`config.mk`:
```
export PLATFORM = sky130hd
export DESIGN_NAME = rc_frame_deframer_crc8_core_flat
export DESIGN_NICKNAME = d
export VERILOG_FILES = /design/src/rcdf_pkg.sv /design/src/rcdf_if.sv /design/src/rc_frame_deframer_crc8_core.sv /design/src/rcdf_cfg_regs.sv /design/src/rcdf_parser.sv /design/src/flat_wrapper.sv
export SDC_FILE = /design/constraint.sdc
export NUM_CORES = 1
export LEC_CHECK = 0
export ABC_AREA = 1
export ABC_CLOCK_PERIOD_IN_PS = 4200
export BUFFER_PORTS_ARGS = -buffer_cell sky130_fd_sc_hd__buf_2
export CELL_PAD_IN_SITES_DETAIL_PLACEMENT = 1
export CELL_PAD_IN_SITES_GLOBAL_PLACEMENT = 2
export CORE_AREA = 2 2 129 131
export CTS_BUF_LIST = sky130_fd_sc_hd__clkbuf_2 sky130_fd_sc_hd__clkbuf_4 sky130_fd_sc_hd__clkbuf_8
export CTS_CLUSTER_SIZE = 40
export DETAILED_ROUTE_END_ITERATION = 16
export DIE_AREA = 0 0 131 133
export PLACE_DENSITY_LB_ADDON = 0.1
export REMOVE_ABC_BUFFERS = 1
export SLEW_MARGIN = 15
export SYNTH_ARGS = -nofsm -noshare
export SYNTH_HDL_FRONTEND = slang
export SYNTH_HIERARCHICAL = 1
export SYNTH_SLANG_ARGS = --single-unit
```
`constraint.sdc`:
```
create_clock -name clk -period 4.2 [get_ports clk]
set_input_delay 0.21 -clock clk [delete_from_list [all_inputs] [get_ports clk]]
set_output_delay 0.21 -clock clk [all_outputs]
set_load 0.03 [all_outputs]
```
`src/rcdf_pkg.sv`:
```
// Shared types, constants and the CRC-8 step function for the frame deframer.
package rcdf_pkg;

    // Largest payload a frame may carry
    localparam int PAYLOAD_BYTES = 64;

    // Length byte limits: length counts type byte, payload and CRC byte
    localparam int LEN_W = $clog2(PAYLOAD_BYTES + 3);
    localparam logic [7:0] LEN_MIN = 8'd3;
    localparam logic [7:0] LEN_MAX = 8'(PAYLOAD_BYTES + 2);

    // Field widths
    localparam int BYTE_W  = 8;
    localparam int IDX_W   = 6;
    localparam int STAT_W  = 3;
    localparam int CFG_W   = 8;
    localparam int CFG_IDX_W = 3;

    // CRC-8 polynomial and top bit
    localparam logic [7:0] CRC_POLY = 8'h07;
    localparam logic [7:0] CRC_MSB  = 8'h80;

    // Configuration register indexes
    typedef enum logic [CFG_IDX_W-1:0] {
        CFG_SYNC_FIRST      = 3'd0,
        CFG_SYNC_SECOND     = 3'd1,
        CFG_TYPE_CHANNELS_A = 3'd2,
        CFG_TYPE_CHANNELS_B = 3'd3,
        CFG_TYPE_IGNORED    = 3'd4
    } cfg_index_t;

    // Parser states
    typedef enum logic [2:0] {
        ST_UNSYNCED = 3'd0,
        ST_SYNC1    = 3'd1,
        ST_SYNC2    = 3'd2,
        ST_LEN      = 3'd3,
        ST_PAYLOAD  = 3'd4,
        ST_CRC      = 3'd5
    } parse_state_t;

    // Per-byte status codes
    typedef enum logic [STAT_W-1:0] {
        STAT_IN_PROGRESS = 3'd0,
        STAT_FRAME_OK    = 3'd1,
        STAT_UNKNOWN     = 3'd2,
        STAT_UNSYNCED    = 3'd3,
        STAT_CRC_ERROR   = 3'd4,
        STAT_IGNORED     = 3'd5
    } status_t;

    // Configuration register set
    typedef struct packed {
        logic [BYTE_W-1:0] sync_first;
        logic [BYTE_W-1:0] sync_second;
        logic [BYTE_W-1:0] type_channels_a;
        logic [BYTE_W-1:0] type_channels_b;
        logic [BYTE_W-1:0] type_ignored;
    } cfg_t;

    // One result item
    typedef struct packed {
        status_t           status;
        logic              payload_valid;
        logic [BYTE_W-1:0] payload_byte;
        logic [IDX_W-1:0]  payload_index;
        logic [BYTE_W-1:0] frame_type;
    } result_t;

    // Bytewise CRC-8 update, MSB first
    function automatic logic [7:0] crc8_update(input logic [7:0] crc, input logic [7:0] data);
        logic [7:0] c;
        c = crc ^ data;
        for (int i = 0; i < 8; i++) begin
            if ((c & CRC_MSB) != 8'd0)
                c = {c[6:0], 1'b0} ^ CRC_POLY;
            else
                c = {c[6:0], 1'b0};
        end
        return c;
    endfunction

endpackage

```
`src/rcdf_if.sv`:
```
// Valid/ready channel interfaces for received bytes and result items.
interface rcdf_in_if;
    logic                       valid;
    logic                       ready;
    logic [rcdf_pkg::BYTE_W-1:0] rx_byte;

    modport source (output valid, output rx_byte, input ready);
    modport sink   (input valid, input rx_byte, output ready);
endinterface

interface rcdf_out_if;
    logic                        valid;
    logic                        ready;
    logic [rcdf_pkg::STAT_W-1:0] status;
    logic                        payload_valid;
    logic [rcdf_pkg::BYTE_W-1:0] payload_byte;
    logic [rcdf_pkg::IDX_W-1:0]  payload_index;
    logic [rcdf_pkg::BYTE_W-1:0] frame_type;

    modport source (output valid, output status, output payload_valid, output payload_byte,
                    output payload_index, output frame_type, input ready);
    modport sink   (input valid, input status, input payload_valid, input payload_byte,
                    input payload_index, input frame_type, output ready);
endinterface

```
`src/rc_frame_deframer_crc8_core.sv`:
```
// Top level: input byte register, frame parser and result register.
// A byte accepted into the input register moves through the parser into the result
// register when that is free or draining. Throughput: one byte per cycle while the
// result channel is ready; CRC-8 and parse-state update between them are combinational.
// Reset: rst_n clears parse state, pipeline valid bits and loads register defaults.
module rc_frame_deframer_crc8_core (
    input  logic                           clk,
    input  logic                           rst_n,
    input  logic                           cfg_we,
    input  logic [rcdf_pkg::CFG_IDX_W-1:0] cfg_index,
    input  logic [rcdf_pkg::CFG_W-1:0]     cfg_data,
    rcdf_in_if.sink                        rx_ch,
    rcdf_out_if.source                     res_ch
);

    rcdf_pkg::cfg_t    cfg;
    rcdf_pkg::result_t result;
    rcdf_pkg::result_t res_reg;

    logic                        in_valid_reg, in_valid_next;
    logic [rcdf_pkg::BYTE_W-1:0] in_byte_reg;
    logic                        out_valid_reg, out_valid_next;
    logic                        advance;
    logic                        take;

    rcdf_cfg_regs u_cfg (
        .clk       (clk),
        .rst_n     (rst_n),
        .cfg_we    (cfg_we),
        .cfg_index (cfg_index),
        .cfg_data  (cfg_data),
        .cfg       (cfg)
    );

    rcdf_parser u_parser (
        .clk     (clk),
        .rst_n   (rst_n),
        .step    (advance),
        .rx_byte (in_byte_reg),
        .cfg     (cfg),
        .result  (result)
    );

    // Move the held byte forward when the result register is free or draining
    assign advance     = in_valid_reg && (!out_valid_reg || res_ch.ready);
    assign rx_ch.ready = !in_valid_reg || advance;
    assign take        = rx_ch.valid && rx_ch.ready;

    always_comb
    begin
        in_valid_next = in_valid_reg;
        if (take)
            in_valid_next = 1'b1;
        else if (advance)
            in_valid_next = 1'b0;

        out_valid_next = out_valid_reg;
        if (advance)
            out_valid_next = 1'b1;
        else if (res_ch.ready)
            out_valid_next = 1'b0;
    end

    // Hold pipeline valid bits
    always_ff @(posedge clk or negedge rst_n)
    begin
        if (!rst_n)
        begin
            in_valid_reg  <= 1'b0;
            out_valid_reg <= 1'b0;
        end
        else
        begin
            in_valid_reg  <= in_valid_next;
            out_valid_reg <= out_valid_next;
        end
    end

    // Capture payload registers
    always_ff @(posedge clk)
    begin
        if (take)
            in_byte_reg <= rx_ch.rx_byte;
        if (advance)
            res_reg <= result;
    end

    assign res_ch.valid         = out_valid_reg;
    assign res_ch.status        = res_reg.status;
    assign res_ch.payload_valid = res_reg.payload_valid;
    assign res_ch.payload_byte  = res_reg.payload_byte;
    assign res_ch.payload_index = res_reg.payload_index;
    assign res_ch.frame_type    = res_reg.frame_type;

endmodule

```
`src/rcdf_cfg_regs.sv`:
```
// Configuration register file with write port and reset values.
module rcdf_cfg_regs (
    input  logic                           clk,
    input  logic                           rst_n,
    input  logic                           cfg_we,
    input  logic [rcdf_pkg::CFG_IDX_W-1:0] cfg_index,
    input  logic [rcdf_pkg::CFG_W-1:0]     cfg_data,
    output rcdf_pkg::cfg_t                 cfg
);

    rcdf_pkg::cfg_t cfg_reg;
    rcdf_pkg::cfg_t cfg_next;

    // Decode the write; unknown indexes leave the registers alone
    always_comb
    begin
        cfg_next = cfg_reg;
        if (cfg_we)
        begin
            case (cfg_index)
                rcdf_pkg::CFG_SYNC_FIRST:      cfg_next.sync_first      = cfg_data;
                rcdf_pkg::CFG_SYNC_SECOND:     cfg_next.sync_second     = cfg_data;
                rcdf_pkg::CFG_TYPE_CHANNELS_A: cfg_next.type_channels_a = cfg_data;
                rcdf_pkg::CFG_TYPE_CHANNELS_B: cfg_next.type_channels_b = cfg_data;
                rcdf_pkg::CFG_TYPE_IGNORED:    cfg_next.type_ignored    = cfg_data;
                default:                       cfg_next = cfg_reg;
            endcase
        end
    end

    // Hold register values
    always_ff @(posedge clk or negedge rst_n)
    begin
        if (!rst_n)
        begin
            cfg_reg.sync_first      <= 8'h55;
            cfg_reg.sync_second     <= 8'h55;
            cfg_reg.type_channels_a <= 8'h00;
            cfg_reg.type_channels_b <= 8'h01;
            cfg_reg.type_ignored    <= 8'h02;
        end
        else
        begin
            cfg_reg <= cfg_next;
        end
    end

    assign cfg = cfg_reg;

endmodule

```
`src/rcdf_parser.sv`:
```
// Frame parse state machine with running CRC-8; one byte per step.
module rcdf_parser (
    input  logic                        clk,
    input  logic                        rst_n,
    input  logic                        step,
    input  logic [rcdf_pkg::BYTE_W-1:0] rx_byte,
    input  rcdf_pkg::cfg_t              cfg,
    output rcdf_pkg::result_t           result
);

    localparam int LW = rcdf_pkg::LEN_W;

    rcdf_pkg::parse_state_t state_reg, state_next;
    logic [LW-1:0]          length_reg, length_next;
    logic [LW-1:0]          count_reg, count_next;
    logic [7:0]             type_reg, type_next;
    logic [7:0]             crc_reg, crc_next;

    logic [7:0]             crc_upd;
    logic [LW-1:0]          count_inc;
    logic [LW-1:0]          count_dec;
    logic [LW:0]            count_end;

    assign crc_upd   = rcdf_pkg::crc8_update(crc_reg, rx_byte);
    assign count_inc = count_reg + LW'(1);
    assign count_dec = count_reg - LW'(1);
    assign count_end = {1'b0, count_inc} + (LW+1)'(1);

    // Next state and the result for the current byte
    always_comb
    begin
        state_next  = state_reg;
        length_next = length_reg;
        count_next  = count_reg;
        type_next   = type_reg;
        crc_next    = crc_reg;

        result.status        = rcdf_pkg::STAT_IN_PROGRESS;
        result.payload_valid = 1'b0;
        result.payload_byte  = '0;
        result.payload_index = '0;
        result.frame_type    = '0;

        case (state_reg)
            rcdf_pkg::ST_SYNC1:
            begin
                if (rx_byte == cfg.sync_second)
                    state_next = rcdf_pkg::ST_SYNC2;
                else
                    state_next = rcdf_pkg::ST_UNSYNCED;
            end
            rcdf_pkg::ST_SYNC2:
            begin
                // Accept the length byte only inside the legal range
                if (rx_byte inside {[rcdf_pkg::LEN_MIN:rcdf_pkg::LEN_MAX]})
                begin
                    length_next = rx_byte[LW-1:0];
                    count_next  = '0;
                    crc_next    = rcdf_pkg::crc8_update(8'h00, rx_byte);
                    state_next  = rcdf_pkg::ST_LEN;
                end
                else
                begin
                    state_next = rcdf_pkg::ST_UNSYNCED;
                end
            end
            rcdf_pkg::ST_LEN:
            begin
                type_next         = rx_byte;
                count_next        = LW'(1);
                crc_next          = crc_upd;
                result.frame_type = rx_byte;
                state_next        = rcdf_pkg::ST_PAYLOAD;
            end
            rcdf_pkg::ST_PAYLOAD:
            begin
                result.payload_valid = 1'b1;
                result.payload_byte  = rx_byte;
                result.payload_index = count_dec[rcdf_pkg::IDX_W-1:0];
                result.frame_type    = type_reg;
                crc_next             = crc_upd;
                count_next           = count_inc;
                if (count_end >= {1'b0, length_reg})
                    state_next = rcdf_pkg::ST_CRC;
            end
            rcdf_pkg::ST_CRC:
            begin
                result.frame_type = type_reg;
                count_next        = count_inc;
                // Check the CRC byte, then classify the frame type
                if (rx_byte == crc_reg)
                begin
                    if (type_reg == cfg.type_channels_a || type_reg == cfg.type_channels_b)
                        result.status = rcdf_pkg::STAT_FRAME_OK;
                    else if (type_reg == cfg.type_ignored)
                        result.status = rcdf_pkg::STAT_IGNORED;
                    else
                        result.status = rcdf_pkg::STAT_UNKNOWN;
                end
                else
                begin
                    result.status = rcdf_pkg::STAT_CRC_ERROR;
                end
                state_next = rcdf_pkg::ST_UNSYNCED;
            end
            default:
            begin
                // Hunt for the first sync byte
                if (rx_byte == cfg.sync_first)
                    state_next = rcdf_pkg::ST_SYNC1;
                else
                    result.status = rcdf_pkg::STAT_UNSYNCED;
            end
        endcase
    end

    // Advance parse state once per processed byte
    always_ff @(posedge clk or negedge rst_n)
    begin
        if (!rst_n)
        begin
            state_reg  <= rcdf_pkg::ST_UNSYNCED;
            length_reg <= '0;
            count_reg  <= '0;
            type_reg   <= '0;
            crc_reg    <= '0;
        end
        else if (step)
        begin
            state_reg  <= state_next;
            length_reg <= length_next;
            count_reg  <= count_next;
            type_reg   <= type_next;
            crc_reg    <= crc_next;
        end
    end

endmodule
```
`src/flat_wrapper.sv`:
```
// flat-port wrapper written by rule: the top's interface ports become plain ports
module rc_frame_deframer_crc8_core_flat 
  (clk, rst_n, cfg_we, cfg_index, cfg_data, rx_ch_valid, rx_ch_rx_byte, rx_ch_ready, res_ch_valid, res_ch_status, res_ch_payload_valid, res_ch_payload_byte, res_ch_payload_index, res_ch_frame_type, res_ch_ready);
  rcdf_in_if rx_ch_i ();
  rcdf_out_if res_ch_i ();
  input  logic clk;
  input  logic rst_n;
  input  logic cfg_we;
  input  logic [rcdf_pkg::CFG_IDX_W-1:0] cfg_index;
  input  logic [rcdf_pkg::CFG_W-1:0] cfg_data;
  input wire logic [$bits(rx_ch_i.valid)-1:0] rx_ch_valid;
  input wire logic [$bits(rx_ch_i.rx_byte)-1:0] rx_ch_rx_byte;
  output wire logic [$bits(rx_ch_i.ready)-1:0] rx_ch_ready;
  output wire logic [$bits(res_ch_i.valid)-1:0] res_ch_valid;
  output wire logic [$bits(res_ch_i.status)-1:0] res_ch_status;
  output wire logic [$bits(res_ch_i.payload_valid)-1:0] res_ch_payload_valid;
  output wire logic [$bits(res_ch_i.payload_byte)-1:0] res_ch_payload_byte;
  output wire logic [$bits(res_ch_i.payload_index)-1:0] res_ch_payload_index;
  output wire logic [$bits(res_ch_i.frame_type)-1:0] res_ch_frame_type;
  input wire logic [$bits(res_ch_i.ready)-1:0] res_ch_ready;
  assign rx_ch_i.valid = rx_ch_valid;
  assign rx_ch_i.rx_byte = rx_ch_rx_byte;
  assign rx_ch_ready = rx_ch_i.ready;
  assign res_ch_valid = res_ch_i.valid;
  assign res_ch_status = res_ch_i.status;
  assign res_ch_payload_valid = res_ch_i.payload_valid;
  assign res_ch_payload_byte = res_ch_i.payload_byte;
  assign res_ch_payload_index = res_ch_i.payload_index;
  assign res_ch_frame_type = res_ch_i.frame_type;
  assign res_ch_i.ready = res_ch_ready;
  rc_frame_deframer_crc8_core u_core (.clk(clk), .rst_n(rst_n), .cfg_we(cfg_we), .cfg_index(cfg_index), .cfg_data(cfg_data), .rx_ch(rx_ch_i), .res_ch(res_ch_i));
endmodule
```
==> out/qor.log <==
qor: timing.tightestPinTransition 599 ps
qor: final_layout.largest_reg_flops 40
qor: logic_synthesis.synth-warning-count 6
qor: clock_tree.worst_skew_pair.late_latency 390 ps
qor: route.drtPass1Iterations 4
qor: die.total_die_area 17400 um2
qor: final_layout.finalNetCount 786
qor: final_layout.layout-area-overhead-vs-synth 11.9%
qor: worst_hold_path.worst_hold_start cfg_data[0]
qor: timing.timing.final.crit_period 2470 ps
qor: clock_tree.cts.htree.levels 3
qor: clock_tree.resized_after_cts 0
qor: critical_path.r2r_cells 15
qor: logic_synthesis.synth.distinct_cells 43
qor: critical_path.ff2ff_setup_slack 1730 ps
qor: power_and_ir_drop.share_comb_of_total_power 32.4%
qor: die.dieHeight 133 um
qor: power_and_ir_drop.vdd_ir_drop_max 0.000145 V
qor: final_layout.fillers 1944
qor: clock_tree.ctsRootBufferMaster sky130_fd_sc_hd__clkbuf_8
qor: power_and_ir_drop.power.share.switching 37.8%
qor: worst_hold_path.worstHoldPathCells 3
qor: timing.fmax 404 MHz
qor: timing.finClkSkew 7.70 ps
qor: critical_path.critPathKind reg -> reg
qor: grt.antenna_violations_before_repair 0
qor: route.ant_nets 0
qor: final_layout.fin_cells 964
qor: die.placement_rows 47
qor: placement.dpl_cell_area 6580 um2
qor: placement.globalplace.congestion 0.800
qor: clock_tree.numCtsBuffers 9
qor: logic_synthesis.synth_flop_cell sky130_fd_sc_hd__dfrtp_1
qor: critical_path.critPathArrivalTime 2810 ps
qor: route.remaining_drc_errors 0
qor: timing.max_slew_headroom_at_the_worst_pin 60.0%
qor: die.initial_utilization 38.1%
qor: critical_path.timing.critical_path.required 4540 ps
qor: placement.dp_hpwl 12100 um
qor: route.drtIter0Drc 209
qor: power_and_ir_drop.p_seq_share 44.9%
qor: timing.report.final.setup_viol 0
qor: logic_synthesis.post_synth_edffs 34
qor: logic_synthesis.async_set_or_reset_flop_fraction_in_the_synthesized_netlist 68.8%
qor: final_layout.insertedDiodeCount 0
qor: grt.grtUsageTotal 20.1%
qor: clock_tree.clk_path_buf_depth 2
qor: power_and_ir_drop.p_switching 1160 uW
qor: final_layout.finalCoreUtilization 42.6%
qor: grt.pin_count_of_the_biggest_net_entering_global_routing 45
qor: final_layout.multiInputGateArea 2870 um2
qor: timing.hold_violations 0
qor: final_layout.layout-drive-gt1-share 19.9%
qor: route.viasPerCell 4.84
qor: grt.first_global_vias 4811
qor: power_and_ir_drop.p_int 1910 uW
qor: placement.numPlacedInstances 938
qor: clock_tree.post_cts.repair.setup_buffers 0
qor: critical_path.critical_path.reg2reg.startpoint u_core/u_parser/count_reg[0]$_DFFE_PN0P_
qor: critical_path.setup.worst_path.start_class register
qor: logic_synthesis.synth-seq-area-share 47.3%
qor: timing.final-max-slew-violation-count 0
qor: logic_synthesis.syn-instance-count 683
qor: route.post_drt_wl_per_cell 17.0 um
qor: worst_hold_path.min_delay_path_class in -> reg
qor: flow_run.maximum_capacitance_violations 0
qor: die.core_region_area 16200 um2
qor: outcome.status complete, no violations
qor: final_layout.finish.instance_area 6890 um2
qor: critical_path.setup.worst_path.start u_core/u_parser/count_reg[0]$_DFFE_PN0P_
qor: power_and_ir_drop.clock_share_of_power 22.7%
qor: final_layout.seq_area 2910 um2
qor: power_and_ir_drop.cellPowerDensity 445 nW/um2
qor: grt.grt_pass1_wl 26400 um
qor: timing.sum_neg_setup_slack 0 ps
qor: timing.rsz0062_at_grt false
qor: logic_synthesis.synth-seq-cells 109
qor: power_and_ir_drop.power 3070 uW
qor: worst_hold_path.hold_end u_core/u_cfg/cfg[8]$_DFFE_PN1P_
qor: route.dr_total_vias 4665
qor: clock_tree.cts_tree built
qor: placement.buffer_ports.inserted 51
qor: grt.grt_remaining_overflow 0
qor: die.die-width 131 um
qor: clock_tree.postCtsHoldBufs 10
qor: clock_tree.cts.clk_slew.worst_paths 120 ps
qor: logic_synthesis.netlist_area 6160 um2
qor: die.ios 52
qor: route.postRouteWirelength 16400 um
qor: critical_path.r2r_end u_core/u_parser/state_reg[2]$_DFFE_PN0P_
qor: power_and_ir_drop.total_leakage_power 0.00331 uW
qor: critical_path.path_max_fanout 7
qor: critical_path.crit_path_end_kind register
qor: logic_synthesis.postSynthAreaPerCell 9.01 um2
qor: timing.period_share 58.9%
qor: clock_tree.cts_num_sinks 109
worst max path at each step:
stage,to,slack [ps],cells after the start
3_3_place_gp,u_core/u_parser/state_reg[0]$_DFFE_PN0P_,1850,15
6_report,u_core/u_parser/state_reg[2]$_DFFE_PN0P_,1730,15
4_1_cts,u_core/u_parser/state_reg[0]$_DFFE_PN0P_,1710,15
2_1_floorplan,u_core/u_parser/length_reg[0]$_DFFE_PN0P_,860,4
5_1_grt,u_core/u_parser/state_reg[1]$_DFFE_PN0P_,1400,15
3_5_place_dp,u_core/u_parser/state_reg[1]$_DFFE_PN0P_,1740,15
synth_stat cells (12+ instances only):
master	number	share of area, %
sky130_fd_sc_hd__ha_1	23	4.7
sky130_fd_sc_hd__o21ai_1	14	1.1
sky130_fd_sc_hd__xnor2_1	19	2.7
sky130_fd_sc_hd__dfrtp_1	65	26
sky130_fd_sc_hd__or2_2	12	1.2
sky130_fd_sc_hd__xor2_1	40	5.7
sky130_fd_sc_hd__o21ai_0	20	1.6
sky130_fd_sc_hd__nor2_1	31	1.9
sky130_fd_sc_hd__a21oi_1	12	0.98
sky130_fd_sc_hd__inv_1	44	2.7
sky130_fd_sc_hd__edfxtp_1	34	17
sky130_fd_sc_hd__nand2_1	202	12
sky130_fd_sc_hd__nand3_1	51	4.1
routing by layer:
metal / wire, um / share of wire (%) / GRT usage [%]
met1: 7580 / 46 / 27.0
met2: 8090 / 49 / 33.6
met3: 397 / 2.4 / 2.35
met4: 296 / 1.8 / 6.74
met5: 0 / 0 / 0
logic make-up (layout without fill, tap and decap cells):
family / Yosys count / in the layout / synth area share, %
AO/OA/AOI/OAI: 65 / 65 / 6.28
XOR/XNOR: 62 / 62 / 9.19
adder cells (fa/ha/maj): 23 / 23 / 4.67
buffers and inverters: 79 / 140 / 6.26
flip-flops: 109 / 109 / 47.3
AND/OR/NAND/NOR: 345 / 345 / 26.3
worst max-delay path, cell delays in order (launching register included):
cell,delay [ps]
sky130_fd_sc_hd__dfrtp_1,470
sky130_fd_sc_hd__inv_1,150
sky130_fd_sc_hd__ha_1,350
sky130_fd_sc_hd__inv_1,70
sky130_fd_sc_hd__nor2_1,170
sky130_fd_sc_hd__nand3_1,120
sky130_fd_sc_hd__nor2_2,130
sky130_fd_sc_hd__xor2_1,160
sky130_fd_sc_hd__ha_1,260
sky130_fd_sc_hd__a21oi_1,150
sky130_fd_sc_hd__nand2_1,60
sky130_fd_sc_hd__nand2_1,70
sky130_fd_sc_hd__nand2_2,80
sky130_fd_sc_hd__nand2_2,80
sky130_fd_sc_hd__nand2_1,50
sky130_fd_sc_hd__nand2_1,60
power groups by stage:
stage	sequential, uW	combinational [uW]	clock, uW
after global placement	1400	965	0
after floorplan	1410	715	0
final	1380	993	696
after global routing	1400	1160	764
after detailed placement	1400	995	0
after CTS	1380	1010	720
area by class of cell:
type / instances / area share [%]
clock buffer: 9 / 1.80
clock inverter: 7 / 1.18
inverter: 61 / 3.69
multi-input combinational: 495 / 41.7
sequential: 109 / 42.2
tap: 220 / 4.00
timing repair buffer: 63 / 5.41
through the flow:
| stage | worst slack [ps] | hold WS, ps |
|---|---|---|
| 3_3_place_gp | 1850 | 197 |
| 5_1_grt | 1400 | 86.9 |
| 2_1_floorplan | 859 | -85.6 |
| 3_5_place_dp | 1740 | 206 |
| 6_report | 1730 | 73.2 |
| 4_1_cts | 1710 | 58.8 |
placed cells by master, fill, tap and decap left out, drive strengths merged:
cell type,synthesis,final
nand2,213,213
xnor2,21,21
clkinv,5,8
bufinv,0,1
inv,56,59
nand3b,3,3
a21boi,2,2
buf,15,53
dlygate4sd3,0,10
ha,23,23
clkbuf,3,9
nor3,5,5
o21ai,41,41
nand4,11,11
or2,13,13
o22ai,9,9
nor2,46,46
nand3,54,54
xor2,41,41
dfrtp,65,65
edfxtp,34,34
a21oi,12,12
a31oi,1,1
dfstp,10,10
Note: power is estimated with default switching activity, not from simulation.
